==> src/hw/rtl/bpr_pkg.sv <==
// bpr_pkg: opcodes, window slot types and the rewrite function
// shared by the bytecode peephole rewriter cells and top level
// depends on nothing
package bpr_pkg;

  localparam int unsigned ByteW    = 8;
  localparam int unsigned NumCells = 4;

  localparam logic [ByteW-1:0] OpNop   = 8'h00;
  localparam logic [ByteW-1:0] OpOne   = 8'h01;
  localparam logic [ByteW-1:0] OpLoad  = 8'h02;
  localparam logic [ByteW-1:0] OpStore = 8'h03;
  localparam logic [ByteW-1:0] OpAdd   = 8'h10;
  localparam logic [ByteW-1:0] OpMul   = 8'h12;
  localparam logic [ByteW-1:0] OpPush  = 8'h60;
  localparam logic [ByteW-1:0] OpPop   = 8'h61;

  typedef struct packed {
    logic [ByteW-1:0] data;
    logic             last;
    logic             valid;
  } slot_t;

  typedef struct packed {
    logic shift;
    logic accept;
  } cell_ctrl_t;

  typedef struct packed {
    logic [ByteW-1:0] data0;
    logic [ByteW-1:0] data1;
    logic [ByteW-1:0] data2;
  } rw_t;

  // rules at the head of the window; v1/v3 tell whether bytes 1 and 3 are in the stream
  function automatic rw_t rewrite_head(logic [ByteW-1:0] b0, logic [ByteW-1:0] b1,
                                       logic [ByteW-1:0] b2, logic [ByteW-1:0] b3,
                                       logic v1, logic v3);
    rw_t r;
    r.data0 = b0;
    r.data1 = b1;
    r.data2 = b2;
    if (v1 && r.data0 == OpPush && r.data1 == OpPop) begin
      r.data0 = OpNop;
      r.data1 = OpNop;
    end
    if (v3 && r.data0 == OpLoad && r.data2 == OpStore && r.data1 == b3) begin
      r.data0 = OpNop;
      r.data2 = OpNop;
    end
    if (v1 && r.data0 == OpAdd && r.data1 == OpNop) begin
      r.data0 = OpNop;
    end
    if (v1 && r.data0 == OpMul && r.data1 == OpOne) begin
      r.data0 = OpNop;
    end
    return r;
  endfunction

endpackage

==> src/hw/rtl/bytecode_peephole_rewriter.sv <==
// bytecode_peephole_rewriter: four-cell window with peephole rules at its head
// the head byte enters the output register once the window is full or holds the end beat
// throughput: one byte per cycle while the output is free; after an end_of_stream beat
// the input stalls until the window has drained, one byte per cycle as the output allows
// reset: asynchronous active low, empties the window and the output register
// depends on bpr_pkg and bpr_cell
module bytecode_peephole_rewriter (
  input  logic                     clk_i,
  input  logic                     rst_ni,
  input  logic                     in_valid_i,
  output logic                     in_stall_o,
  input  logic [bpr_pkg::ByteW-1:0] data_byte_i,
  input  logic                     end_of_stream_i,
  output logic                     out_valid_o,
  input  logic                     out_stall_i,
  output logic [bpr_pkg::ByteW-1:0] out_byte_o,
  output logic                     out_last_o
);
  import bpr_pkg::*;

  slot_t      slot [NumCells];
  slot_t      right [NumCells];
  logic       left_valid [NumCells];
  slot_t      load;
  cell_ctrl_t ctrl;
  rw_t        rw;
  logic       has_last;
  logic       head_ok;
  logic       out_free;
  logic       emit;
  logic       accept;

  logic             out_valid_q, out_valid_d;
  logic [ByteW-1:0] out_byte_q;
  logic             out_last_q;

  always_comb begin
    has_last = 1'b0;
    for (int i = 0; i < NumCells; i++) begin
      has_last = has_last | (slot[i].valid & slot[i].last);
    end
  end

  assign rw = rewrite_head(slot[0].data, slot[1].data, slot[2].data, slot[3].data,
                           slot[1].valid, slot[3].valid);

  assign head_ok  = slot[0].valid && (slot[NumCells-1].valid || has_last);
  assign out_free = !out_valid_q || !out_stall_i;
  assign emit     = head_ok && out_free;

  assign in_stall_o = has_last || (slot[NumCells-1].valid && !emit);
  assign accept     = in_valid_i && !in_stall_o;

  assign ctrl = '{shift: emit, accept: accept};
  assign load = '{data: data_byte_i, last: end_of_stream_i, valid: 1'b1};

  // cells 1 and 2 may be rewritten by the head rules as they shift down
  always_comb begin
    right[0] = '{data: rw.data1, last: slot[1].last, valid: slot[1].valid};
    right[1] = '{data: rw.data2, last: slot[2].last, valid: slot[2].valid};
    right[2] = slot[3];
    right[3] = '0;
    left_valid[0] = 1'b1;
    for (int i = 1; i < NumCells; i++) begin
      left_valid[i] = slot[i-1].valid;
    end
  end

  for (genvar g = 0; g < NumCells; g++) begin : g_cell
    bpr_cell u_cell (
      .clk_i        (clk_i),
      .rst_ni       (rst_ni),
      .ctrl_i       (ctrl),
      .left_valid_i (left_valid[g]),
      .right_i      (right[g]),
      .load_i       (load),
      .slot_o       (slot[g])
    );
  end

  always_comb begin
    out_valid_d = out_valid_q;
    priority if (emit) begin
      out_valid_d = 1'b1;
    end else if (!out_stall_i) begin
      out_valid_d = 1'b0;
    end else begin
      out_valid_d = out_valid_q;
    end
  end

  always_ff @(posedge clk_i or negedge rst_ni) begin
    if (!rst_ni) begin
      out_valid_q <= 1'b0;
    end else begin
      out_valid_q <= out_valid_d;
    end
  end

  always_ff @(posedge clk_i) begin
    if (emit) begin
      out_byte_q <= rw.data0;
      out_last_q <= slot[0].last;
    end
  end

  assign out_valid_o = out_valid_q;
  assign out_byte_o  = out_byte_q;
  assign out_last_o  = out_last_q;

endmodule

==> src/hw/rtl/bpr_cell.sv <==
// bpr_cell: one window position, holds a byte with its valid and last marks
// takes its right neighbor on a shift, or the incoming beat when it is the fill slot
// depends on bpr_pkg
module bpr_cell (
  input  logic               clk_i,
  input  logic               rst_ni,
  input  bpr_pkg::cell_ctrl_t ctrl_i,
  input  logic               left_valid_i,
  input  bpr_pkg::slot_t     right_i,
  input  bpr_pkg::slot_t     load_i,
  output bpr_pkg::slot_t     slot_o
);
  import bpr_pkg::*;

  logic             valid_q, valid_d;
  logic             last_q, last_d;
  logic [ByteW-1:0] data_q, data_d;

  always_comb begin
    valid_d = valid_q;
    last_d  = last_q;
    data_d  = data_q;
    priority if (ctrl_i.shift && right_i.valid) begin
      valid_d = 1'b1;
      last_d  = right_i.last;
      data_d  = right_i.data;
    end else if (ctrl_i.shift && ctrl_i.accept && valid_q) begin
      valid_d = 1'b1;
      last_d  = load_i.last;
      data_d  = load_i.data;
    end else if (ctrl_i.shift) begin
      valid_d = 1'b0;
    end else if (ctrl_i.accept && !valid_q && left_valid_i) begin
      valid_d = 1'b1;
      last_d  = load_i.last;
      data_d  = load_i.data;
    end else begin
      valid_d = valid_q;
    end
  end

  always_ff @(posedge clk_i or negedge rst_ni) begin
    if (!rst_ni) begin
      valid_q <= 1'b0;
    end else begin
      valid_q <= valid_d;
    end
  end

  always_ff @(posedge clk_i) begin
    last_q <= last_d;
    data_q <= data_d;
  end

  assign slot_o = '{data: data_q, last: last_q, valid: valid_q};

endmodule

==> config.mk <==
export PLATFORM = sky130hd
export DESIGN_NAME = bytecode_peephole_rewriter
export DESIGN_NICKNAME = d
export VERILOG_FILES = /design/src/hw/rtl/bpr_pkg.sv /design/src/hw/rtl/bytecode_peephole_rewriter.sv /design/src/hw/rtl/bpr_cell.sv
export SDC_FILE = /design/constraint.sdc
export NUM_CORES = 1
export LEC_CHECK = 0
export BUFFER_PORTS_ARGS = -buffer_cell sky130_fd_sc_hd__buf_2
export CELL_PAD_IN_SITES_DETAIL_PLACEMENT = 1
export CELL_PAD_IN_SITES_GLOBAL_PLACEMENT = 1
export CORE_MARGIN = 5
export CORE_UTILIZATION = 45
export DETAILED_ROUTE_END_ITERATION = 7
export PLACE_DENSITY = 0.73
export RECOVER_POWER = 50
export SYNTH_ARGS = -nofsm -noshare
export SYNTH_HDL_FRONTEND = slang
export SYNTH_SLANG_ARGS = --single-unit
export TNS_END_PERCENT = 30
==> constraint.sdc <==
create_clock -name clk_i -period 5.7 [get_ports clk_i]
set_input_delay 0.57 -clock clk_i [delete_from_list [all_inputs] [get_ports clk_i]]
set_output_delay 0.57 -clock clk_i [all_outputs]
set_load 0.01 [all_outputs]
Word level (Yosys, flattened, before mapping)
Cells that the tools add are included.
{"block": "classes", "eq_ne": 13, "muxes": 51, "bitwise_logic": 7, "reduce_logical": 52}
{"operator": "$mux 8", "count": 18}
{"operator": "$mux 1", "count": 32}
{"operator": "$logic_and 1x1->1", "count": 28}
{"operator": "$eq 8x2->1 const B", "count": 2}
{"operator": "$eq 8x5->1 const B", "count": 2}
{"operator": "$eq 8x7->1 const B", "count": 2}
{"operator": "$mux 16", "count": 1}
{"operator": "$reduce_bool 3->1", "count": 4}
{"operator": "$reduce_bool 4->1", "count": 3}
{"operator": "$ne 3x1->1 const B", "count": 3}
{"operator": "$eq 8x1->1 const B", "count": 1}
{"operator": "$eq 8x8->1", "count": 1}
{"operator": "$logic_not 1->1", "count": 8}
{"operator": "$logic_not 8->1", "count": 1}
{"operator": "$reduce_and 2->1", "count": 4}
{"operator": "$and 1x1->1", "count": 4}
{"operator": "$ne 2x1->1 const B", "count": 2}
{"operator": "$logic_or 1x1->1", "count": 3}
{"operator": "$or 1x1->1", "count": 3}
{"operator": "$reduce_bool 2->1", "count": 1}
{"block": "totals", "ff_bits": 50, "in_bits": 13, "out_inout_bits": 11, "elab_cells": 138}

Longest topological paths before layout
{"block": "depth", "depth_word": 18, "depth_mapped": 8}

Hierarchy
Synthesis repeated with hierarchy kept, for this count alone.
{"block": "hier_totals", "cells_unflattened": 210, "area_unflattened_um2": 2803.9}
{"module": "bpr_cell", "instances": 4, "cells_per_inst": 30, "area_per_inst_um2": 505.5}
{"module": "bytecode_peephole_rewriter", "instances": 1, "cells_per_inst": 90, "area_per_inst_um2": 782.0}

Least setup slack after synthesis
Ideal clock, no wire load.
{"block": "synth_path", "path_type": "register to register", "startpoint": "reg g_cell[0].u_cell.valid_q", "endpoint": "reg g_cell[1].u_cell.data_q[0] (enable)", "arrival_time_ns": 2.096, "required_time_ns": 5.351, "slack_ns": 3.255, "path_stages_with_launch": 6, "cell_sequence": "dfrtp_1 > a222oi_1 > nand2_2 > or4_4 > and2_1 > o21ai_2"}
{"block": "synth_via", "elab_chain_len": 16, "word_cells_on_any_way": 20}
{"element": "from (decl)", "line": "bpr_cell.sv:15", "text": "logic valid_q, valid_d;"}
{"element": "from (signal assigned)", "line": "bpr_cell.sv:46", "text": "valid_q <= valid_d;"}
{"element": "$and 1x1->1", "line": "bytecode_peephole_rewriter.sv:40", "text": "has_last = has_last | (slot[i].valid & slot[i].last);"}
{"element": "$or 1x1->1 (3 in series)", "line": "bytecode_peephole_rewriter.sv:40"}
{"element": "$logic_or 1x1->1", "line": "bytecode_peephole_rewriter.sv:47", "text": "assign head_ok = slot[0].valid && (slot[NumCells-1].valid || has_last);"}
{"element": "$logic_and 1x1->1", "line": "bytecode_peephole_rewriter.sv:47"}
{"element": "$logic_and 1x1->1", "line": "bytecode_peephole_rewriter.sv:49", "text": "assign emit = head_ok && out_free;"}
{"element": "$logic_not 1->1", "line": "bytecode_peephole_rewriter.sv:51", "text": "assign in_stall_o = has_last || (slot[NumCells-1].valid && !emit);"}
{"element": "$logic_and 1x1->1", "line": "bytecode_peephole_rewriter.sv:51"}
{"element": "$logic_or 1x1->1", "line": "bytecode_peephole_rewriter.sv:51"}
{"element": "$logic_not 1->1", "line": "bytecode_peephole_rewriter.sv:52", "text": "assign accept = in_valid_i && !in_stall_o;"}
{"element": "$logic_and 1x1->1", "line": "bytecode_peephole_rewriter.sv:52"}
{"element": "$logic_and 1x1->1, on equally long branches (2 in series)", "line": "bpr_cell.sv:27, bpr_cell.sv:33"}
{"element": "$ne 3x1->1 (no source line) or $reduce_bool 3->1 (tied branches)"}
{"element": "$reduce_and 2->1 (no source line) (*)"}
{"element": "to (signal assigned)", "line": "bpr_cell.sv:52", "text": "data_q <= data_d;"}
{"element": "to (decl)", "line": "bpr_cell.sv:17", "text": "logic [ByteW-1:0] data_q, data_d;"}
Mark *: on every way between the ends. The rest lies on a longest branch, timed or not.
A chain may end at the register's enable or synchronous reset.

Worst setup path after layout
{"block": "layout_path", "startpoint": "reg g_cell[0].u_cell.valid_q", "endpoint": "reg g_cell[0].u_cell.data_q[6] (enable)"}
{"block": "layout_via", "elab_chain_len": 16, "word_cells_on_any_way": 20}
{"element": "$and 1x1->1", "line": "bytecode_peephole_rewriter.sv:40"}
{"element": "$or 1x1->1 (3 in series)", "line": "bytecode_peephole_rewriter.sv:40"}
{"element": "$logic_or 1x1->1", "line": "bytecode_peephole_rewriter.sv:47"}
{"element": "$logic_and 1x1->1", "line": "bytecode_peephole_rewriter.sv:47"}
{"element": "$logic_and 1x1->1", "line": "bytecode_peephole_rewriter.sv:49"}
{"element": "$logic_not 1->1", "line": "bytecode_peephole_rewriter.sv:51"}
{"element": "$logic_and 1x1->1", "line": "bytecode_peephole_rewriter.sv:51"}
{"element": "$logic_or 1x1->1", "line": "bytecode_peephole_rewriter.sv:51"}
{"element": "$logic_not 1->1", "line": "bytecode_peephole_rewriter.sv:52"}
{"element": "$logic_and 1x1->1", "line": "bytecode_peephole_rewriter.sv:52"}
{"element": "$logic_and 1x1->1 (2 in series)", "line": "bpr_cell.sv:27", "text": "end else if (ctrl_i.shift && ctrl_i.accept && valid_q) begin"}
{"element": "$ne 3x1->1 (no source line) or $reduce_bool 3->1 (tied branches)"}
{"element": "$reduce_and 2->1 (no source line) (*)"}
{"element": "to (signal assigned)", "line": "bpr_cell.sv:52"}
{"element": "to (decl)", "line": "bpr_cell.sv:17"}
Marks and branches as above.

==> flow_summary.yaml <==
cells_and_area:
  drive_gt1_share_pct: 20.3
  diodes: 0
  final_nets: 204
  finish.utilization_pct: 51.0
  layout-area-overhead-vs-synth_pct: 12.3
  final_area_sq_mm: 0.00257
  stdcell_count: 262
floorplanning:
  placementRows: 26
  design.die.area_sq_mm: 0.00662
  core_sq_mm: 0.00504
  initial_core_util_pct: 45.5
  die_width_um: 81.4
  floorplan.die.height_um: 81.4
  num_io_pins: 24
placement:
  place_congestion: 0.843
  dp.final_hpwl_um: 3810
  buffer_ports.inserted: 23
  placed_cell_area_sq_mm: 0.00247
  pre_cts_slack_ns: 2.89
  placedCellCount: 254
global_routing:
  first_global_vias: 1534
  grt_util_all_layers_pct: 16.7
  grt_max_degree: 20
  grt_overflow: 0
  grt_pass1_wl_um: 8150
  number_of_antenna_violations_at_the_first_check_in_global_routing: 0
pwr:
  ir_drop_worst_case_vdd_mv: 0.223
  powerDensity_mw_per_mm2: 564
  total_leakage_power_nw: 0.855
  overall_power_mw: 1.45
logic_synthesis:
  yosysWarningCount: 0
  post_synth_instance_area_sq_mm: 0.00229
  post_synth_net_total: 181
  synthDistinctLibCells: 44
  post_synth_inst_count: 168
  synth_sequential_area_ratio_pct: 64.4
  postSynthRegisterBits: 50
  synthesis.area_per_instance_sq_um: 13.6
worst_hold_path:
  hold_crit_class: "in2async"
clocking:
  clock-sinks: 50
  ctsHtreeMaxLevel: 2
  clockBufferDepth: 2
  tritoncts_buffer_count: 5
  tritoncts: "yes"
  postcts_resize_cnt: 0
  worst_setup_hold_path_clk_slew_ns: 0.09
  cts.hold.buffers_added: 0
  cts_root_buffer: "sky130_fd_sc_hd__clkbuf_8"
  insertion_delay_ns: 0.31
  post-cts-setup-buffers: 0
worst_setup_path:
  cp.arrival_ns: 3.11
  startpoint: "g_cell[0].u_cell.valid_q$_DFFE_PN0P_"
  cp-start-kind: "flop"
  r2r-start: "g_cell[0].u_cell.valid_q$_DFFE_PN0P_"
  critical_path_destination: "g_cell[0].u_cell.data_q[6]$_DFFE_PP_"
  cp-end-kind: "flop"
  worstReg2RegEnd: "g_cell[0].u_cell.data_q[6]$_DFFE_PP_"
  crit_type: "reg2reg"
  r2r_cells: 5
  timing.critical_path.fanout_max: 19
  critPathRequiredTime_ns: 5.65
  timing.reg2reg.setup_slack_ns: 2.54
route:
  drt-initial-drc-count: 92
  detailed_route_via_count: 1475
  drt-pass1-iter-count: 4
  route.antenna.remaining_nets: 0
  route.detailed.vias_per_inst: 5.63
  detail_route.wirelength_um: 5030
  detail_route.drc_violations: 0
  wl_per_cell_um: 19.2
timing:
  slew_of_the_pin_with_the_lowest_slew_margin_ns: 0.896
  postLayoutSetupSlackWorst_ns: 2.54
  grt_setup_unrepaired: "false"
  fin_skew_ns: 0.00654
  highest_clock_frequency_the_design_can_meet_mhz: 316
  timing_max_transition_violations_final: 0
  hold_violations: 0
  worst_hold_slack_ns: 0.105
  final_setup_violation_count: 0
  final.min_clock_period_ns: 3.16
  slew_headroom_pct: 40.2
  final_min_period_over_clock_period_pct: 55.5
  setup_total_negative_slack_ns: 0
job:
  maxCapViolations: 0
outcome:
  status: "finished clean"
==> flip-flops by register name, indices dropped and copies added (netlist names) <==
signal / count
g_cell.u_cell.data_q: 32
out_valid_o: 1
out_last_o: 1
g_cell.u_cell.last_q: 4
g_cell.u_cell.valid_q: 4
out_byte_o: 8
==> worst min-delay path by stage <==
stage | start | endpoint | slack [ns] | cells past startpoint
after global routing | rst_ni | g_cell[0].u_cell.valid_q$_DFFE_PN0P_ | 0.11 | 1
after detailed placement | rst_ni | g_cell[2].u_cell.valid_q$_DFFE_PN0P_ | 0.39 | 1
after CTS | rst_ni | g_cell[2].u_cell.valid_q$_DFFE_PN0P_ | 0.05 | 1
final | rst_ni | g_cell[2].u_cell.valid_q$_DFFE_PN0P_ | 0.10 | 1
after floorplan | rst_ni | g_cell[0].u_cell.valid_q$_DFFE_PN0P_ | 0.27 | 0
after global placement | rst_ni | g_cell[2].u_cell.valid_q$_DFFE_PN0P_ | 0.39 | 1
==> per-layer routing <==
| metal | share of wire [%] | up-vias | track usage (%) |
|---|---|---|---|
| met5 | 0 | - | 0 |
| met4 | 1.2 | 0 | 4.39 |
| met3 | 4.9 | 5 | 3.66 |
| met2 | 51 | 35 | 29.7 |
| met1 | 43 | 750 | 20.4 |
| li1 | - | 685 | - |
==> worst max-delay path, cell delays in order, from the launching register on <==
cell	delay, ns
sky130_fd_sc_hd__dfrtp_1	0.45
sky130_fd_sc_hd__a222oi_1	0.75
sky130_fd_sc_hd__a21oi_1	0.20
sky130_fd_sc_hd__clkbuf_1	0.43
sky130_fd_sc_hd__nand2_1	0.54
sky130_fd_sc_hd__o211ai_1	0.44
==> cell families after synthesis <==
group	Yosys count	share of synthesized area [%]
flip-flops	50	64.4
AND/OR/NAND/NOR	51	12.3
AO/OA/AOI/OAI	28	8.52
multiplexers	21	10.3
buffers and inverters	13	2.57
XOR/XNOR	5	1.91
==> synthesized netlist by cell type <==
master | number | area share (%)
sky130_fd_sc_hd__dfrtp_1 | 5 | 5.5
sky130_fd_sc_hd__nor4b_1 | 1 | 0.38
sky130_fd_sc_hd__o21bai_1 | 1 | 0.33
sky130_fd_sc_hd__nor2_1 | 4 | 0.65
sky130_fd_sc_hd__clkbuf_1 | 5 | 0.82
sky130_fd_sc_hd__nor4_1 | 3 | 0.82
sky130_fd_sc_hd__a22o_1 | 1 | 0.38
sky130_fd_sc_hd__o21ai_0 | 9 | 2.0
sky130_fd_sc_hd__edfxtp_1 | 45 | 59
sky130_fd_sc_hd__mux2_2 | 21 | 10
sky130_fd_sc_hd__nand4_1 | 2 | 0.55
sky130_fd_sc_hd__and2b_1 | 1 | 0.33
sky130_fd_sc_hd__or2b_1 | 1 | 0.33
sky130_fd_sc_hd__nand2_1 | 16 | 2.6
sky130_fd_sc_hd__or4_4 | 1 | 0.49
sky130_fd_sc_hd__nand2b_1 | 1 | 0.27
sky130_fd_sc_hd__a21oi_1 | 2 | 0.44
sky130_fd_sc_hd__and4_1 | 1 | 0.38
sky130_fd_sc_hd__or2_2 | 2 | 0.55
sky130_fd_sc_hd__a211oi_1 | 1 | 0.33
sky130_fd_sc_hd__and2_1 | 3 | 0.82
sky130_fd_sc_hd__a222oi_1 | 1 | 0.44
sky130_fd_sc_hd__o21ai_2 | 1 | 0.38
sky130_fd_sc_hd__o221ai_1 | 1 | 0.38
sky130_fd_sc_hd__buf_2 | 2 | 0.44
sky130_fd_sc_hd__nand2_2 | 1 | 0.27
sky130_fd_sc_hd__a32oi_1 | 1 | 0.38
sky130_fd_sc_hd__xnor2_1 | 5 | 1.9
sky130_fd_sc_hd__nand4bb_1 | 1 | 0.49
sky130_fd_sc_hd__and4b_1 | 1 | 0.44
sky130_fd_sc_hd__nand3_1 | 6 | 1.3
sky130_fd_sc_hd__nor2b_1 | 3 | 0.82
sky130_fd_sc_hd__nor3_1 | 2 | 0.44
sky130_fd_sc_hd__or4_1 | 1 | 0.33
sky130_fd_sc_hd__a21boi_0 | 1 | 0.33
sky130_fd_sc_hd__buf_4 | 2 | 0.65
sky130_fd_sc_hd__o32ai_1 | 1 | 0.38
sky130_fd_sc_hd__a2111oi_0 | 1 | 0.38
sky130_fd_sc_hd__o31ai_1 | 2 | 0.65
sky130_fd_sc_hd__inv_1 | 4 | 0.65
sky130_fd_sc_hd__o211ai_1 | 1 | 0.33
sky130_fd_sc_hd__a22o_2 | 1 | 0.44
sky130_fd_sc_hd__a21bo_2 | 1 | 0.44
sky130_fd_sc_hd__a31oi_1 | 2 | 0.55
==> final cells by class <==
class                      instances  area, sq um
multi-input combinational        105          757
timing repair buffer              25          100
clock buffer                       5         68.8
inverter                           4         15.0
clock inverter                     3         68.8
fill                             536         2470
tap                               70         87.6
sequential                        50         1480
==> power by group <==
part           total (mW)  internal (mW)  switching (mW)
Sequential          0.722          0.612           0.110
Clock               0.295          0.176           0.119
Combinational       0.434          0.166           0.269
==> cell usage in the layout (no fill, tap or decap), types with 2 or more instances in the layout <==
cell type,instances
sky130_fd_sc_hd__nand4_1,2
sky130_fd_sc_hd__nand3_1,6
sky130_fd_sc_hd__nor2_1,4
sky130_fd_sc_hd__nor4_1,3
sky130_fd_sc_hd__nor2b_1,3
sky130_fd_sc_hd__edfxtp_1,45
sky130_fd_sc_hd__buf_2,2
sky130_fd_sc_hd__or2_2,2
sky130_fd_sc_hd__mux2_2,21
sky130_fd_sc_hd__nand2_1,16
sky130_fd_sc_hd__a31oi_1,2
sky130_fd_sc_hd__xnor2_1,5
sky130_fd_sc_hd__inv_1,4
sky130_fd_sc_hd__o21ai_0,9
sky130_fd_sc_hd__clkbuf_1,22
sky130_fd_sc_hd__clkbuf_8,5
sky130_fd_sc_hd__nor3_1,2
sky130_fd_sc_hd__o31ai_1,2
sky130_fd_sc_hd__dfrtp_1,5
sky130_fd_sc_hd__and2_1,2
sky130_fd_sc_hd__a21oi_1,2
sky130_fd_sc_hd__bufinv_16,2
Power figures use the tool's default switching activity.
